===== config.mk =====
export PLATFORM = sky130hd
export DESIGN_NAME = first_fit_segment_allocator
export DESIGN_NICKNAME = d
export VERILOG_FILES = /design/src/ffsa_pkg.sv /design/src/ffsa_seg_map.sv /design/src/first_fit_segment_allocator.sv
export SDC_FILE = /design/constraint.sdc
export NUM_CORES = 1
export LEC_CHECK = 0
export BUFFER_PORTS_ARGS = -buffer_cell sky130_fd_sc_hd__buf_2
export CORE_MARGIN = 8
export CORE_UTILIZATION = 67
export DETAILED_ROUTE_END_ITERATION = 6
export GPL_ROUTABILITY_DRIVEN = 1
export PLACE_DENSITY = 0.83
export REMOVE_ABC_BUFFERS = 1
export SYNTH_ARGS = -nofsm -noshare
export SYNTH_HDL_FRONTEND = slang
export SYNTH_SLANG_ARGS = --single-unit

===== constraint.sdc =====
create_clock -name clk -period 7.2 [get_ports clk]
set_input_delay 0.72 -clock clk [delete_from_list [all_inputs] [get_ports clk]]
set_output_delay 0.72 -clock clk [all_outputs]
set_load 0.01 [all_outputs]

===== src/ffsa_pkg.sv =====
package ffsa_pkg;

  localparam int DEF_NUM_SEGMENTS  = 64;
  localparam int DEF_SEGMENT_CHARS = 256;
  localparam int DEF_NUM_CLIENTS   = 16;

  localparam int OPCODE_W = 2;
  localparam int SIZE_W   = 15;
  localparam int START_W  = 6;
  localparam int STATUS_W = 2;
  localparam int COUNT_W  = 7;

  localparam int IN_DATA_W  = 24;
  localparam int OUT_DATA_W = 16;

  localparam logic [OPCODE_W-1:0] OP_ALLOC    = 2'd0;
  localparam logic [OPCODE_W-1:0] OP_FREE     = 2'd1;
  localparam logic [OPCODE_W-1:0] OP_FREE_ALL = 2'd2;

  localparam logic [STATUS_W-1:0] ST_OK        = 2'd0;
  localparam logic [STATUS_W-1:0] ST_NO_SLOT   = 2'd1;
  localparam logic [STATUS_W-1:0] ST_POOL_FULL = 2'd2;
  localparam logic [STATUS_W-1:0] ST_NOT_FOUND = 2'd3;

endpackage


===== src/ffsa_seg_map.sv =====
module ffsa_seg_map
  import ffsa_pkg::*;
#(
  parameter int WIDTH = 1,
  parameter int DEPTH = DEF_NUM_SEGMENTS,
  localparam int ADDR_W = (DEPTH > 1) ? $clog2(DEPTH) : 1
) (
  input  logic              clk,
  input  logic              we,
  input  logic [ADDR_W-1:0] addr,
  input  logic [WIDTH-1:0]  wdata,
  output logic [WIDTH-1:0]  rdata
);

  logic [WIDTH-1:0] mem [DEPTH];

  always_ff @(posedge clk) begin
    if (we) begin
      mem[addr] <= wdata;
    end
    rdata <= mem[addr];
  end

endmodule


===== src/first_fit_segment_allocator.sv =====
// First-fit allocator of contiguous pool segments. An allocate transfer takes
// the lowest free client slot, turns the size into a segment count (rounded up,
// at least one) and hands out the first run of free segments from segment 0; a
// free transfer releases the run of the client holding the given start; free-all
// clears every segment and slot. Every item gives exactly one result. All work
// goes through one add/compare step per cycle and one segment flag read per
// cycle from a memory with registered read. Allocate runs a slot scan, size
// conversion, segment scan and marking; free runs a slot scan and unmarking;
// free-all makes one clearing write per segment and unused opcodes go straight
// to the result. After reset the input stays not ready while the segment map
// is cleared. The input is ready again once the result sits in the output
// register; a stalled result holds the block for as long as the stall lasts.
module first_fit_segment_allocator
  import ffsa_pkg::*;
#(
  parameter int NUM_SEGMENTS  = DEF_NUM_SEGMENTS,
  parameter int SEGMENT_CHARS = DEF_SEGMENT_CHARS,
  parameter int NUM_CLIENTS   = DEF_NUM_CLIENTS
) (
  input  logic                  clk,
  input  logic                  rst,
  input  logic                  s_axis_tvalid,
  output logic                  s_axis_tready,
  // opcode, size_chars, start_segment
  input  logic [IN_DATA_W-1:0]  s_axis_tdata,
  output logic                  m_axis_tvalid,
  input  logic                  m_axis_tready,
  // status, start_out, granted_count
  output logic [OUT_DATA_W-1:0] m_axis_tdata
);

  localparam int SEG_W  = $clog2(NUM_SEGMENTS);
  localparam int CNT_W  = $clog2(NUM_SEGMENTS + 1);
  localparam int SLOT_W = (NUM_CLIENTS > 1) ? $clog2(NUM_CLIENTS) : 1;
  localparam int ACC_W  = $clog2((1 << SIZE_W) + SEGMENT_CHARS) + 1;
  localparam int CMP_W  = (SEG_W > START_W) ? SEG_W : START_W;

  localparam logic [3:0] S_IDLE   = 4'd0;
  localparam logic [3:0] S_SLOT   = 4'd1;
  localparam logic [3:0] S_NEED   = 4'd2;
  localparam logic [3:0] S_SCAN   = 4'd3;
  localparam logic [3:0] S_MARK   = 4'd4;
  localparam logic [3:0] S_FSCAN  = 4'd5;
  localparam logic [3:0] S_UNMARK = 4'd6;
  localparam logic [3:0] S_DONE   = 4'd7;
  localparam logic [3:0] S_CLEAR  = 4'd8;

  localparam logic [SLOT_W-1:0] LAST_SLOT = SLOT_W'(NUM_CLIENTS - 1);
  localparam logic [SEG_W-1:0]  LAST_SEG  = SEG_W'(NUM_SEGMENTS - 1);
  localparam logic [CNT_W-1:0]  MAX_NEED  = CNT_W'(NUM_SEGMENTS);
  localparam logic [ACC_W-1:0]  SEG_CHARS = ACC_W'(SEGMENT_CHARS);

  logic [3:0]             state;
  logic                   init_pass;
  logic [NUM_CLIENTS-1:0] slot_valid;
  logic [SEG_W-1:0]       slot_start [NUM_CLIENTS];
  logic [CNT_W-1:0]       slot_count [NUM_CLIENTS];

  logic [SIZE_W-1:0]   req_size;
  logic [START_W-1:0]  req_start;
  logic [SLOT_W-1:0]   slot_idx;
  logic [ACC_W-1:0]    acc;
  logic [CNT_W-1:0]    need;
  logic [SEG_W-1:0]    seg_idx;
  logic [SEG_W-1:0]    run_start;
  logic [CNT_W-1:0]    run_len;
  logic [CNT_W-1:0]    rem;
  logic [STATUS_W-1:0] res_status;
  logic [START_W-1:0]  res_start;
  logic [COUNT_W-1:0]  res_count;

  logic [OPCODE_W-1:0] in_opcode;
  logic [SIZE_W-1:0]   in_size;
  logic [START_W-1:0]  in_start;
  logic                accept;
  logic                load_out;
  logic                rd_used;
  logic                slot_hit;
  logic                fit;
  logic [CNT_W-1:0]    run_len_inc;
  logic                seg_we;
  logic                seg_wdata;
  logic [SEG_W-1:0]    seg_addr;

  assign in_opcode = s_axis_tdata[OPCODE_W-1:0];
  assign in_size   = s_axis_tdata[OPCODE_W+SIZE_W-1:OPCODE_W];
  assign in_start  = s_axis_tdata[OPCODE_W+SIZE_W+START_W-1:OPCODE_W+SIZE_W];

  assign s_axis_tready = (state == S_IDLE);
  assign accept        = s_axis_tvalid && s_axis_tready;
  assign load_out      = (state == S_DONE) && (!m_axis_tvalid || m_axis_tready);

  assign slot_hit    = slot_valid[slot_idx] &&
                       (CMP_W'(slot_start[slot_idx]) == CMP_W'(req_start));
  assign run_len_inc = run_len + 1'b1;
  assign fit         = run_len_inc >= need;

  assign seg_we    = (state == S_MARK) || (state == S_UNMARK) || (state == S_CLEAR);
  assign seg_wdata = (state == S_MARK);
  // read one segment ahead while scanning so the flag arrives with seg_idx
  assign seg_addr  = (state == S_SCAN) ? seg_idx + 1'b1 : seg_idx;

  ffsa_seg_map #(
    .WIDTH (1),
    .DEPTH (NUM_SEGMENTS)
  ) u_seg_map (
    .clk   (clk),
    .we    (seg_we),
    .addr  (seg_addr),
    .wdata (seg_wdata),
    .rdata (rd_used)
  );

  always_ff @(posedge clk) begin
    if (rst) begin
      state         <= S_CLEAR;
      init_pass     <= 1'b1;
      seg_idx       <= '0;
      slot_valid    <= '0;
      m_axis_tvalid <= 1'b0;
    end else begin
      if (load_out) begin
        m_axis_tvalid <= 1'b1;
        m_axis_tdata  <= {1'b0, res_count, res_start, res_status};
      end else if (m_axis_tready) begin
        m_axis_tvalid <= 1'b0;
      end

      unique case (state)
        S_IDLE: begin
          if (accept) begin
            req_size   <= in_size;
            req_start  <= in_start;
            slot_idx   <= '0;
            seg_idx    <= '0;
            res_status <= ST_OK;
            res_start  <= '0;
            res_count  <= '0;
            unique case (in_opcode)
              OP_ALLOC: state <= S_SLOT;
              OP_FREE:  state <= S_FSCAN;
              OP_FREE_ALL: begin
                slot_valid <= '0;
                state      <= S_CLEAR;
              end
              default: state <= S_DONE;
            endcase
          end
        end
        S_SLOT: begin
          if (!slot_valid[slot_idx]) begin
            acc   <= SEG_CHARS;
            need  <= CNT_W'(1);
            state <= S_NEED;
          end else if (slot_idx == LAST_SLOT) begin
            res_status <= ST_NO_SLOT;
            state      <= S_DONE;
          end else begin
            slot_idx <= slot_idx + 1'b1;
          end
        end
        S_NEED: begin
          // one segment more per cycle until it covers the size
          if (acc >= ACC_W'(req_size)) begin
            seg_idx   <= '0;
            run_start <= '0;
            run_len   <= '0;
            state     <= S_SCAN;
          end else if (need == MAX_NEED) begin
            res_status <= ST_POOL_FULL;
            state      <= S_DONE;
          end else begin
            need <= need + 1'b1;
            acc  <= acc + SEG_CHARS;
          end
        end
        S_SCAN: begin
          if (!rd_used && fit) begin
            seg_idx <= run_start;
            rem     <= need;
            state   <= S_MARK;
          end else begin
            if (rd_used) begin
              run_len   <= '0;
              run_start <= seg_idx + 1'b1;
            end else begin
              run_len <= run_len_inc;
            end
            if (seg_idx == LAST_SEG) begin
              res_status <= ST_POOL_FULL;
              state      <= S_DONE;
            end else begin
              seg_idx <= seg_idx + 1'b1;
            end
          end
        end
        S_MARK: begin
          if (rem == CNT_W'(1)) begin
            slot_valid[slot_idx] <= 1'b1;
            slot_start[slot_idx] <= run_start;
            slot_count[slot_idx] <= need;
            res_start            <= START_W'(run_start);
            res_count            <= COUNT_W'(need);
            state                <= S_DONE;
          end else begin
            rem     <= rem - 1'b1;
            seg_idx <= seg_idx + 1'b1;
          end
        end
        S_FSCAN: begin
          if (slot_hit) begin
            seg_idx <= slot_start[slot_idx];
            rem     <= slot_count[slot_idx];
            state   <= S_UNMARK;
          end else if (slot_idx == LAST_SLOT) begin
            res_status <= ST_NOT_FOUND;
            res_start  <= req_start;
            state      <= S_DONE;
          end else begin
            slot_idx <= slot_idx + 1'b1;
          end
        end
        S_UNMARK: begin
          if (rem == CNT_W'(1)) begin
            slot_valid[slot_idx] <= 1'b0;
            res_start            <= START_W'(slot_start[slot_idx]);
            res_count            <= COUNT_W'(slot_count[slot_idx]);
            state                <= S_DONE;
          end else begin
            rem     <= rem - 1'b1;
            seg_idx <= seg_idx + 1'b1;
          end
        end
        S_CLEAR: begin
          // the pass after reset returns to idle without a result
          if (seg_idx == LAST_SEG) begin
            init_pass <= 1'b0;
            state     <= init_pass ? S_IDLE : S_DONE;
          end else begin
            seg_idx <= seg_idx + 1'b1;
          end
        end
        S_DONE: begin
          if (load_out) begin
            state <= S_IDLE;
          end
        end
        default: state <= S_IDLE;
      endcase
    end
  end

  a_out_hold: assert property (@(posedge clk) disable iff (rst)
    m_axis_tvalid && !m_axis_tready |=> m_axis_tvalid && $stable(m_axis_tdata))
    else $error("result changed while waiting");

  a_rem_live: assert property (@(posedge clk) disable iff (rst)
    (state == S_MARK || state == S_UNMARK) |-> rem != '0)
    else $error("run length ran out while marking");

  a_no_slot_full: assert property (@(posedge clk) disable iff (rst)
    load_out && res_status == ST_NO_SLOT |-> &slot_valid)
    else $error("no-slot result while a slot is free");

  a_err_zero: assert property (@(posedge clk) disable iff (rst)
    load_out && res_status != ST_OK |-> res_count == '0)
    else $error("error result carries a segment count");

  a_scan_need: assert property (@(posedge clk) disable iff (rst)
    state == S_SCAN |-> need != '0 && need <= MAX_NEED)
    else $error("segment count out of range during scan");

endmodule


==> results.txt <==
outcome: complete, no violations
Crit. End Element: flop
vias in the first global route: 11288
Post-synth EDFFs: 363
Final Cell Area: 0.0194 mm^2
library cells used by synthesis: 69
largest net degree at the start of global routing: 66
Initial Utilization: 0.678
CTS Buf Count: 40
sequential share of the synthesized area: 0.658
hold_buf cts: 0
global-route wire length before repair: 63900 um
sequential fraction of design power: 0.482
Sw Ratio: 0.264
DR WL/cell: 24.6 um
Placer Congestion: 0.924
FF-to-FF path depth: 7
Total Routing Usage GR: 0.266
Fin Clk Skew: 0.0201 ns
power density cells: 281 mW/mm^2
final setup violation count: 0
Max Freq: 0.234 GHz
post-cts resize count: 0
Remaining Overflow, GRT: 0
CP Data Required Time: 7.35 ns
Mapped Avg Cell Area: 13.7 um^2
Mapped Cells: 1279
Worst EP arrival: 4.42 ns
Least-Margin Pin Slew: 1.28 ns
CTS clk-pin slew, worst paths: 0.06 ns
Max Root-Sink Buffers: 3
hpwl dp: 25100 um
die area: 0.0316 mm^2
Comb pwr share: 0.149
core area: 0.0259 mm^2
hold path depth: 1
clk_lat worst skew: 0.54 ns
layout cells sized above 1: 0.151
hold slack: 0.361 ns
ys async rst share: 0
Routed WL: 41600 um
antenna violations before repair: 1
Die Span Y: 178 um
register area: 0.0116 mm^2
via count: 11348
Main synth FF type: edfxtp_1
CTS tree: yes
leakage: 6.67 nW
Slew HR: 0.144
TNS Setup: 0 ns
Post-DP Area: 0.0182 mm^2
Peak VDD IR: 0.270 mV
drt drc: 0
Psw: 1.44 mW
I/O Pins: 46
Setup crit start kind: flop
area of the multi-input gates: 0.00563 mm^2
Synth Cell Area: 0.0176 mm^2
Syn-to-layout area delta: 10.6%
drt first pass iters: 6
CTS H-tree depth: 2
HP Class: primary input to flop
ratio of final minimum period to clock period: 0.594
PortBufs: 43
internal power: 4.01 mW
Filler cells: 1515
Row Count: 59
CTS Root Cell: clkbuf_16
Antenna Diode Count: 0
synthesized flop and latch total: 396
CP Class: flop to flop
via density per instance: 6.69
Die W: 178 um
Nets: 1383
min Tclk post-route: 4.28 ns
Max Cap Viol: 0
Final ANT Viol Nets: 0
yosys warns: 0
CTS Sinks: 396
RSZ-0062 raised after global routing: no
Final Hold Vio Count: 0
drt first-iter violations: 1454
Max Slew Vio Count: 0
Setup Fix Bufs, Post-CTS: 0
clock power share: 0.369
critical path peak fanout: 65
## cell usage in the layout, fill, tap and decap left out, types with 5 or more instances in the layout
cell type	netlist	final
nand2_1	107	107
o21ai_0	30	30
clkbuf_16	0	41
buf_4	2	28
inv_1	35	35
edfxtp_1	363	363
clkinv_1	0	8
a21oi_1	74	74
and2_1	7	7
nor3_1	15	15
a22oi_1	6	6
a211oi_1	9	9
nand4_1	13	13
a311oi_1	5	5
clkbuf_1	42	8
a221oi_1	6	5
nor2_1	170	168
nand2b_1	10	10
clkinv_2	0	7
a222oi_1	8	8
xnor2_1	23	21
mux2i_1	44	44
a22o_1	6	6
mux4_2	55	55
o22ai_1	12	12
nor4_1	15	14
a21o_1	6	6
buf_2	7	43
nand3_1	40	40
xor2_1	18	18
nor2b_1	15	15
ha_1	25	25
and3_1	13	13
dfxtp_1	33	31
## Yosys cell counts (4+ instances only)
cell,n,share of area
a211oi_1,9,0.0038
a21o_1,6,0.0026
a21oi_1,74,0.021
a221oi_1,6,0.0030
a222oi_1,8,0.0046
a22o_1,6,0.0030
a22oi_1,6,0.0026
a311oi_1,5,0.0025
and2_1,7,0.0025
and3_1,13,0.0046
buf_1,9,0.0019
buf_2,7,0.0020
clkbuf_1,42,0.0090
dfxtp_1,33,0.038
edfxtp_1,363,0.62
ha_1,25,0.018
inv_1,35,0.0075
mux2i_1,44,0.025
mux4_2,55,0.071
nand2_1,107,0.023
nand2b_1,10,0.0036
nand3_1,40,0.011
nand4_1,13,0.0046
nor2_1,170,0.036
nor2b_1,15,0.0053
nor3_1,15,0.0043
nor4_1,15,0.0053
o21ai_0,30,0.0086
o22ai_1,12,0.0043
or4_1,4,0.0017
xnor2_1,23,0.011
xor2_1,18,0.0090
## registers in the layout, indices dropped and copies added, names as in the netlist, 7 cells and up, named ones only
| name | cells |
|---|---|
| acc | 9 |
| m_axis_tdata | 15 |
| need | 7 |
| rem | 7 |
| req_size | 15 |
| res_count | 7 |
| run_len | 7 |
| slot_count | 112 |
| slot_start | 96 |
| slot_valid | 16 |
| u_seg_map.mem | 64 |
## stage by stage
stage / setup slack, ns / power [mW] / util / std cells
after floorplan: 2.67 / 3.21 / - / 1217
after global placement: 2.93 / 3.44 / 0.701 / 1623
after detailed placement: 2.88 / 3.46 / 0.701 / 1623
after CTS: 2.86 / 5.45 / 0.750 / 1695
after global routing: 2.64 / 5.61 / 0.750 / 1695
final: 2.92 / 5.45 / 0.750 / 1695
## power by group through the flow
stage	clock (mW)	combinational [mW]	sequential (mW)
floorplan	0	0.513	2.70
global placement	0	0.768	2.67
detailed placement	0	0.784	2.67
CTS	2.02	0.798	2.63
global route	2.11	0.871	2.63
finish	2.01	0.810	2.63
## critical path, cell delays in order (launching register included)
cell     delay, ns
dfxtp_1       0.30
buf_4         0.24
nor2_1        0.24
nand2_1       0.52
nor2_4        1.14
nand2_1       0.13
nor2_1        0.41
and2_1        0.89
## worst paths after layout
path                   startpoint                 to  slack (ns)
setup / recovery         state[0]  slot_count[15][3]        2.92
hold / removal    s_axis_tdata[8]        req_size[6]        0.36
setup reg to reg         state[0]  slot_count[15][3]        2.92
hold reg to reg     res_status[0]    m_axis_tdata[0]        0.42
## metal layers
| layer | track usage | vias to the layer above | wire length, um |
|---|---|---|---|
| met5 | 0 | - | 13 |
| met4 | 0.111 | 2 | 1490 |
| met3 | 0.0417 | 114 | 3820 |
| met2 | 0.442 | 720 | 20800 |
| met1 | 0.347 | 5552 | 15500 |
| li1 | - | 4960 | - |
## layout make-up
cell class	instances	area share
Multi-Input combinational cell	785	0.290
Clock inverter	23	0.0102
Clock buffer	49	0.0544
Inverter	36	0.00696
Tap cell	335	0.0216
Sequential cell	396	0.595
Timing Repair Buffer	71	0.0219
## cells by family (layout without fill, tap and decap cells)
kind of cell,after synthesis,count (layout),share of synthesized area
flip-flops,396,396,0.658
other,1,1,0.000214
adder cells (fa/ha/maj),25,25,0.0178
AO/OA/AOI/OAI,193,193,0.0719
XOR/XNOR,41,41,0.0205
buffers and inverters,98,179,0.0232
AND/OR/NAND/NOR,424,424,0.110
multiplexers,101,101,0.0978
Power figures use the tool's default switching activity.
